**src/hdl/natl_pkg.sv**
```systemverilog
`timescale 1ns / 1ps
// natl_pkg: request codes, register indexes and field widths for the
// nearest axis table lookup core. No dependencies.

package natl_pkg;

	localparam int REQ_W   = 2;
	localparam int VAL_W   = 8;
	localparam int IDX_W   = 4;
	localparam int ENTRY_W = 7;
	localparam int CNT_W   = 5;
	localparam int CFGI_W  = 1;

	typedef logic [REQ_W-1:0]   req_t;
	typedef logic [VAL_W-1:0]   val_t;
	typedef logic [ENTRY_W-1:0] entry_t;
	typedef logic [CNT_W-1:0]   cnt_t;

	localparam req_t REQ_QUERY      = 2'd0;
	localparam req_t REQ_WIND_POINT = 2'd1;
	localparam req_t REQ_LOAD_POINT = 2'd2;
	localparam req_t REQ_TABLE_CELL = 2'd3;

	localparam logic [CFGI_W-1:0] CFG_WIND_POINTS = 1'b0;
	localparam logic [CFGI_W-1:0] CFG_LOAD_POINTS = 1'b1;

endpackage

```
**src/hdl/nearest_axis_table_lookup_core.sv**
```systemverilog
`timescale 1ns / 1ps
// nearest_axis_table_lookup_core: wind and load axis memories, angle table
// memory and a shared nearest-point comparator under a small sequencer.
// Depends on natl_pkg.
//
// channel  | direction | handshake                 | payload
// ---------+-----------+---------------------------+-------------------------------------
// request  | in        | start, busy               | req_type, wind_value, load_value,
//          |           |                           | row_index, col_index, entry_value
// result   | out       | done (one-cycle strobe)   | angle, wind_index, load_index
// config   | in        | cfg_valid, cfg_ready      | cfg_index, cfg_data
//
// write requests complete at the accepting edge; busy stays low
// a query scans nw wind points, then nl load points, then finishes the last compare
// and the table read before done; the next transaction is taken in the cycle after done
// at the earliest; nw and nl are the clamped point counts: the single comparator scans
// one axis point per cycle
// after reset a clearing pass over the MAX_LOAD_POINTS * MAX_WIND_POINTS table cells
// holds busy high; config writes are always taken
// the result receiver cannot stall

module nearest_axis_table_lookup_core
	import natl_pkg::*;
#(
	parameter int MAX_WIND_POINTS = 16,
	parameter int MAX_LOAD_POINTS = 16
) (
	input  logic               clk,
	input  logic               arst_n,
	input  logic               start,
	output logic               busy,
	input  req_t               req_type,
	input  val_t               wind_value,
	input  val_t               load_value,
	input  logic [IDX_W-1:0]   row_index,
	input  logic [IDX_W-1:0]   col_index,
	input  entry_t             entry_value,
	output logic               done,
	output entry_t             angle,
	output logic [IDX_W-1:0]   wind_index,
	output logic [IDX_W-1:0]   load_index,
	input  logic               cfg_valid,
	output logic               cfg_ready,
	input  logic [CFGI_W-1:0]  cfg_index,
	input  cnt_t               cfg_data
);

	localparam int WI_W   = (MAX_WIND_POINTS > 1) ? $clog2(MAX_WIND_POINTS) : 1;
	localparam int LI_W   = (MAX_LOAD_POINTS > 1) ? $clog2(MAX_LOAD_POINTS) : 1;
	localparam int SC_W   = (WI_W > LI_W) ? WI_W : LI_W;
	localparam int TAB_D  = MAX_WIND_POINTS * MAX_LOAD_POINTS;
	localparam int TA_W   = (TAB_D > 1) ? $clog2(TAB_D) : 1;

	localparam logic [2:0] ST_IDLE  = 3'd0;
	localparam logic [2:0] ST_CLEAR = 3'd1;
	localparam logic [2:0] ST_WSCAN = 3'd2;
	localparam logic [2:0] ST_LSCAN = 3'd3;
	localparam logic [2:0] ST_TADDR = 3'd4;
	localparam logic [2:0] ST_TREAD = 3'd5;
	localparam logic [2:0] ST_OUT   = 3'd6;

	logic [2:0]      state_q;
	logic [TA_W-1:0] clr_q;
	logic [SC_W-1:0] sc_q;
	cnt_t            wind_pts_q;
	cnt_t            load_pts_q;

	logic            v_s1;
	logic            last_s1;
	logic            axis_s1;
	logic [SC_W-1:0] idx_s1;
	entry_t          w_rd_s1;
	entry_t          l_rd_s1;

	val_t            wind_q;
	val_t            load_q;
	val_t            bestd_q;
	logic [SC_W-1:0] best_q;
	logic [WI_W-1:0] wind_best_q;
	logic [LI_W-1:0] load_best_q;
	entry_t          tab_rd_q;

	entry_t wind_mem [MAX_WIND_POINTS];
	entry_t load_mem [MAX_LOAD_POINTS];
	entry_t tab_mem  [TAB_D];

	logic            accept;
	logic [7:0]      wpts_ext;
	logic [7:0]      lpts_ext;
	logic [SC_W-1:0] wlast;
	logic [SC_W-1:0] llast;
	logic            scan_last;
	logic            clr_last;

	logic            w_we;
	logic [WI_W-1:0] w_wa;
	entry_t          w_wd;
	logic            l_we;
	logic [LI_W-1:0] l_wa;
	entry_t          l_wd;
	logic            t_we;
	logic [TA_W-1:0] t_wa;
	entry_t          t_wd;
	logic [TA_W-1:0] t_ra;

	val_t            cur_v;
	val_t            cur_p;
	val_t            diff;
	logic            take;
	logic [SC_W-1:0] new_best;

	assign busy      = (state_q != ST_IDLE);
	assign accept    = start && !busy;
	assign cfg_ready = 1'b1;
	assign done      = (state_q == ST_OUT);
	assign angle     = tab_rd_q;
	assign wind_index = IDX_W'(wind_best_q);
	assign load_index = IDX_W'(load_best_q);

	// clamped last index per axis
	always_comb begin
		wpts_ext = 8'(wind_pts_q);
		lpts_ext = 8'(load_pts_q);
		priority if (wpts_ext == 8'd0)
			wlast = '0;
		else if (wpts_ext > 8'(MAX_WIND_POINTS))
			wlast = SC_W'(MAX_WIND_POINTS - 1);
		else
			wlast = SC_W'(wpts_ext - 8'd1);
		priority if (lpts_ext == 8'd0)
			llast = '0;
		else if (lpts_ext > 8'(MAX_LOAD_POINTS))
			llast = SC_W'(MAX_LOAD_POINTS - 1);
		else
			llast = SC_W'(lpts_ext - 8'd1);
	end

	assign scan_last = (state_q == ST_WSCAN) ? (sc_q == wlast) : (sc_q == llast);
	assign clr_last  = (clr_q == TA_W'(TAB_D - 1));

	// shared distance and compare unit
	always_comb begin
		cur_v    = axis_s1 ? load_q : wind_q;
		cur_p    = axis_s1 ? val_t'(l_rd_s1) : val_t'(w_rd_s1);
		diff     = (cur_v >= cur_p) ? (cur_v - cur_p) : (cur_p - cur_v);
		take     = (idx_s1 == '0) || (diff < bestd_q);
		new_best = take ? idx_s1 : best_q;
	end

	// memory write port selection
	always_comb begin
		w_we = 1'b0;
		w_wa = WI_W'(col_index);
		w_wd = entry_value;
		l_we = 1'b0;
		l_wa = LI_W'(row_index);
		l_wd = entry_value;
		t_we = 1'b0;
		t_wa = TA_W'(TA_W'(row_index) * TA_W'(MAX_WIND_POINTS) + TA_W'(col_index));
		t_wd = entry_value;
		if (state_q == ST_CLEAR) begin
			w_we = (32'(clr_q) < MAX_WIND_POINTS);
			w_wa = WI_W'(clr_q);
			w_wd = (clr_q == '0) ? ENTRY_W'(1) : '0;
			l_we = (32'(clr_q) < MAX_LOAD_POINTS);
			l_wa = LI_W'(clr_q);
			l_wd = (clr_q == '0) ? ENTRY_W'(1) : '0;
			t_we = 1'b1;
			t_wa = clr_q;
			t_wd = '0;
		end else if (accept) begin
			w_we = (req_type == REQ_WIND_POINT) && (8'(col_index) < 8'(MAX_WIND_POINTS));
			l_we = (req_type == REQ_LOAD_POINT) && (8'(row_index) < 8'(MAX_LOAD_POINTS));
			t_we = (req_type == REQ_TABLE_CELL) && (8'(col_index) < 8'(MAX_WIND_POINTS))
				&& (8'(row_index) < 8'(MAX_LOAD_POINTS));
		end
		t_ra = TA_W'(TA_W'(load_best_q) * TA_W'(MAX_WIND_POINTS) + TA_W'(wind_best_q));
	end

	always_ff @(posedge clk) begin
		if (w_we)
			wind_mem[w_wa] <= w_wd;
		w_rd_s1 <= wind_mem[sc_q[WI_W-1:0]];
	end

	always_ff @(posedge clk) begin
		if (l_we)
			load_mem[l_wa] <= l_wd;
		l_rd_s1 <= load_mem[sc_q[LI_W-1:0]];
	end

	always_ff @(posedge clk) begin
		if (t_we)
			tab_mem[t_wa] <= t_wd;
		if (state_q == ST_TREAD)
			tab_rd_q <= tab_mem[t_ra];
	end

	// query payload and compare stage results
	always_ff @(posedge clk) begin
		if (accept) begin
			wind_q <= wind_value;
			load_q <= load_value;
		end
		idx_s1 <= sc_q;
		if (v_s1) begin
			bestd_q <= take ? diff : bestd_q;
			best_q  <= new_best;
			if (last_s1 && !axis_s1)
				wind_best_q <= new_best[WI_W-1:0];
			if (last_s1 && axis_s1)
				load_best_q <= new_best[LI_W-1:0];
		end
	end

	// config registers
	always_ff @(posedge clk or negedge arst_n) begin
		if (!arst_n) begin
			wind_pts_q <= CNT_W'(1);
			load_pts_q <= CNT_W'(1);
		end else if (cfg_valid && cfg_ready) begin
			if (cfg_index == CFG_WIND_POINTS)
				wind_pts_q <= cfg_data;
			if (cfg_index == CFG_LOAD_POINTS)
				load_pts_q <= cfg_data;
		end
	end

	// sequencer
	always_ff @(posedge clk or negedge arst_n) begin
		if (!arst_n) begin
			state_q <= ST_CLEAR;
			clr_q   <= '0;
			sc_q    <= '0;
			v_s1    <= 1'b0;
			last_s1 <= 1'b0;
			axis_s1 <= 1'b0;
		end else begin
			v_s1    <= 1'b0;
			last_s1 <= 1'b0;
			unique case (state_q)
				ST_CLEAR: begin
					clr_q <= clr_q + TA_W'(1);
					if (clr_last)
						state_q <= ST_IDLE;
				end
				ST_IDLE: begin
					sc_q <= '0;
					if (accept && (req_type == REQ_QUERY))
						state_q <= ST_WSCAN;
				end
				ST_WSCAN, ST_LSCAN: begin
					v_s1    <= 1'b1;
					last_s1 <= scan_last;
					axis_s1 <= (state_q == ST_LSCAN);
					if (scan_last) begin
						sc_q    <= '0;
						state_q <= (state_q == ST_WSCAN) ? ST_LSCAN : ST_TADDR;
					end else begin
						sc_q <= sc_q + SC_W'(1);
					end
				end
				ST_TADDR: state_q <= ST_TREAD;
				ST_TREAD: state_q <= ST_OUT;
				ST_OUT:   state_q <= ST_IDLE;
				default:  state_q <= ST_IDLE;
			endcase
		end
	end

	a_done_single: assert property (@(posedge clk) disable iff (!arst_n)
		done |=> !done)
		else $error("done strobe longer than one cycle");

	a_query_busy: assert property (@(posedge clk) disable iff (!arst_n)
		(accept && (req_type == REQ_QUERY)) |=> busy)
		else $error("query accepted without going busy");

	a_write_idle: assert property (@(posedge clk) disable iff (!arst_n)
		(accept && (req_type != REQ_QUERY)) |=> !busy)
		else $error("write transaction left the block busy");

	a_wind_range: assert property (@(posedge clk) disable iff (!arst_n)
		done |-> (SC_W'(wind_best_q) <= wlast))
		else $error("wind index beyond points in use");

	a_load_range: assert property (@(posedge clk) disable iff (!arst_n)
		done |-> (SC_W'(load_best_q) <= llast))
		else $error("load index beyond points in use");

	a_compare_busy: assert property (@(posedge clk) disable iff (!arst_n)
		v_s1 |-> busy)
		else $error("compare stage active while idle");

endmodule
```
**config.mk**
```make
export PLATFORM = sky130hd
export DESIGN_NAME = nearest_axis_table_lookup_core
export DESIGN_NICKNAME = d
export VERILOG_FILES = /design/src/hdl/natl_pkg.sv /design/src/hdl/nearest_axis_table_lookup_core.sv
export SDC_FILE = /design/constraint.sdc
export NUM_CORES = 2
export LEC_CHECK = 0
export BUFFER_PORTS_ARGS = -buffer_cell sky130_fd_sc_hd__buf_2
export CORE_UTILIZATION = 68
export DETAILED_ROUTE_END_ITERATION = 12
export PLACE_DENSITY_LB_ADDON = 0.3
export SYNTH_ARGS = -nofsm -noshare
export SYNTH_HDL_FRONTEND = slang
export SYNTH_SLANG_ARGS = --single-unit
```
**constraint.sdc**
```tcl
create_clock -name clk -period 10.8 [get_ports clk]
set_clock_uncertainty 0.05 [all_clocks]
set_input_delay 3.24 -clock clk [delete_from_list [all_inputs] [get_ports clk]]
set_output_delay 3.24 -clock clk [all_outputs]
set_load 0.05 [all_outputs]
```
==> results.sh <==
export IMPL_start_kind="flop"
export IMPL_worst_path_buf_inv=2
export IMPL_finalCriticalPeriod_ns=6.04
export IMPL_status="finished clean"
export IMPL_p_leak_nw=28.8
export IMPL_swShare_pct=25.9
export IMPL_total_power_mw=19.6
export IMPL_groute_usage_overall_pct=33.9
export IMPL_dieArea_mm2=0.123
export IMPL_drive_gt1_share_pct=21.2
export IMPL_syn_inst=4065
export IMPL_crit_top_cell="o21ai_0"
export IMPL_worst_path_max_delay_cell="a21boi_0"
export IMPL_ys_warn_count=0
export IMPL_reg2reg_depth=18
export IMPL_ir_drop_mv=0.301
export IMPL_clock_path_buffers=3
export IMPL_fmax_mhz=166
export IMPL_relSlewSlack_pct=8.14
export IMPL_clk_latency_ns=0.83
export IMPL_synth_flop_cell="edfxtp_1"
export IMPL_cts_sinks=2105
export IMPL_synth_seq_area_share_pct=76.2
export IMPL_post_route_util_pct=75.4
export IMPL_path_class="flop to flop"
export IMPL_seqPwrFrac_pct=49.4
export IMPL_holdPathStages=0
export IMPL_crit_required_ns=11.17
export IMPL_cp_arrival_ns=6.41
export IMPL_dr_total_vias=42974
export IMPL_cts_hold_repair_buffers=0
export IMPL_grt_pass1_wl_mm=294
export IMPL_critPathCaptureType="flop"
export IMPL_drt_initial_drc_count=6516
export IMPL_viasPerCell=7.24
export IMPL_rows=127
export IMPL_dr_pass1_iters=6
export IMPL_pwr_share_comb_pct=15.0
export IMPL_first_global_vias=42553
export IMPL_cts_root_buf="clkbuf_16"
export IMPL_r2r_slack_ns=4.76
export IMPL_cts_tree="done"
export IMPL_rsz0062_at_grt="no"
export IMPL_ant_nets=0
export IMPL_hold_violations=0
export IMPL_area_delta_synth_final_pct=9.77
export IMPL_setup_violations_final=0
export IMPL_wl_per_cell_um=34.2
export IMPL_rr_endpoint="bestd_q[1]"
export IMPL_worstReg2RegStart="axis_s1"
export IMPL_holdCritPathClass="flop to flop"
export IMPL_min_to="idx_s1[3]"
export IMPL_fin_nets=4229
export IMPL_gp_congestion=0.881
export IMPL_critPathTopFamily="compound AO/OA/AOI/OAI gates"
export IMPL_final_max_slew_viol_count=0
export IMPL_antenna_found_initial=12
export IMPL_p_int_mw=14.5
export IMPL_cts_setup_buffers=0
export IMPL_start_util_pct=68.7
export IMPL_finalWirelength_mm=203
export IMPL_min_period_over_period_pct=55.9
export IMPL_synth_area_mm2=0.0826
export IMPL_die_h_um=350
export IMPL_die_w_um=350
export IMPL_h_tree_depth=4
export IMPL_hold_start="sc_q[3]"
export IMPL_ios=61
export IMPL_ys_async_sr_fraction_pct=1.33
export IMPL_ys_types=78
export IMPL_cts_resized=0
export IMPL_dp_hpwl_mm=112
export IMPL_grt_ovfl_total=0
export IMPL_mostFrequentLayoutCell="edfxtp_1"
export IMPL_clockPowerShare_pct=35.5
export IMPL_syn_num_nets=4136
export IMPL_final_cell_mix="edfxtp_1, mux4_2, nor2_1, clkbuf_16, mux2i_1"
export IMPL_fin_tns_setup_ns=0
export IMPL_core_area_mm2=0.120
export IMPL_max_stage_delay_ns=0.97
export IMPL_grt_max_degree=190
export IMPL_power_switching_mw=5.07
export IMPL_cts_made_buffers=194
export IMPL_syn_area_per_cell_um2=20.3
export IMPL_ys_ff_latch=2105
export IMPL_drc=0
export IMPL_path_cells="mux2i_1, inv_1, ha_1, inv_1, fa_1, a21o_1, a21o_1, o221ai_1, o21ai_0, o21ai_0, ha_1, a21boi_0, o21a_1, o21ai_0, a21oi_1, o211ai_1, nand2_1, a21boi_0"
export IMPL_cts_clk_slew_worst_paths_ns=0.06
export IMPL_critPathMaxFanout=18
export IMPL_synth_edf_count=2059
export IMPL_tightest_slew_ns=1.34
export IMPL_io_buffer_count=59
export IMPL_power_density_mw_per_mm2=216
export IMPL_drv_cap=0
worst max path at each step:
stage / endpoint / from / slack, ns / depth (start not counted)
after detailed placement: tab_mem[164][2] / start / 4.13 / 6
after global placement: tab_mem[180][1] / start / 4.30 / 6
final: bestd_q[1] / axis_s1 / 4.76 / 18
after floorplan: load_mem[0][1] / entry_value[1] / 2.92 / 1
after CTS: bestd_q[5] / axis_s1 / 4.82 / 17
after global routing: bestd_q[5] / axis_s1 / 4.32 / 18
registers in the layout, summed over array words and instances (netlist names):
signal      cells
last_s1         1
angle           7
v_s1            1
best_q          4
wind_mem      112
idx_s1          4
clr_q           8
wind_pts_q      5
bestd_q         8
sc_q            4
load_q          8
load_mem      112
state_q         3
l_rd_s1         7
wind_q          8
load_index      4
tab_mem      1792
load_pts_q      5
wind_index      4
w_rd_s1         7
axis_s1         1
Yosys cell counts (all sizes together) (8+ instances only):
cell type,instances,area [µm²]
a211oi,37,278
o221ai,8,70.1
a221o,14,140
a31oi,13,81.3
nand4,12,75.1
edfxtp,2059,61800
o22ai,64,400
nand2b,9,56.3
and2,14,87.6
a22oi,84,631
a21boi,12,90.1
nor2,342,1290
nand2,80,305
a2111oi,22,200
a22o,28,245
xnor2,11,96.3
a221oi,28,308
nand3,45,225
mux2,9,101
ha,26,325
nor2b,19,119
dfrtp,25,626
nor3,30,160
buf,134,972
o21ai,32,160
a21oi,28,140
mux2i,189,1890
mux4,441,9950
or3,10,62.6
dfxtp,18,360
clkbuf,96,360
inv,48,180
power groups by stage:
stage                     logic, mW  clock network (mW)  registers, mW
after floorplan                1.92                   0           9.89
after global placement         2.79                   0           9.83
after detailed placement       2.85                   0           9.84
after CTS                      2.91                6.98           9.66
after global routing           3.10                7.27           9.68
final                          2.94                6.95           9.67
metal layers:
metal / up-vias / share of wire, % / global-route usage, %
li1: 16960 / - / -
met4: 14 / 4.3 / 13.7
met2: 3543 / 48 / 53.2
met3: 523 / 12 / 7.68
met1: 21934 / 36 / 46.9
met5: - / 0.039 / 0
kinds of logic (layout without fill, tap and decap cells):
kind of cell | after synthesis | count (layout) | share of synthesized area (%)
compound gates | 398 | 398 | 3.61
xor+xnor | 17 | 17 | 0.180
fa+ha+maj | 32 | 32 | 0.491
buf+inv | 278 | 530 | 1.83
flops | 2105 | 2105 | 76.2
mux | 639 | 639 | 14.5
other cells | 1 | 10 | 0.00454
simple gates | 595 | 595 | 3.23
area by class of cell:
cell class                      instances  area (µm²)
Multi-Input combinational cell       1682       18200
Sequential cell                      2105       62900
Tap cell                             1612        2020
Fill cell                            6188       29500
Inverter                               48         180
Clock buffer                          232        5140
Clock inverter                        123        1250
Antenna cell                            9        22.5
Timing Repair Buffer                  127         893
worst reg2reg max path, delay by kind of cell, from the launching register on:
family	cells	cell delay, ns
AOI/OAI and AO/OA	11	3.24
adders and majority gates	3	0.75
buffers and inverters	2	0.15
DFF	1	0.93
muxes	1	0.32
and+or+nand+nor	1	0.22
stage by stage:
step | hold slack (ns) | cells | area [µm²] | setup WS [ns]
floorplan | 0.295 | 4065 | 82600 | 2.92
global placement | 0.389 | 5574 | 84200 | 4.30
detailed placement | 0.403 | 5574 | 84200 | 4.13
CTS | 0.417 | 5929 | 90600 | 4.82
global route | 0.425 | 5930 | 90600 | 4.32
finish | 0.422 | 5938 | 90600 | 4.76
(Power assumes the default switching activity.)
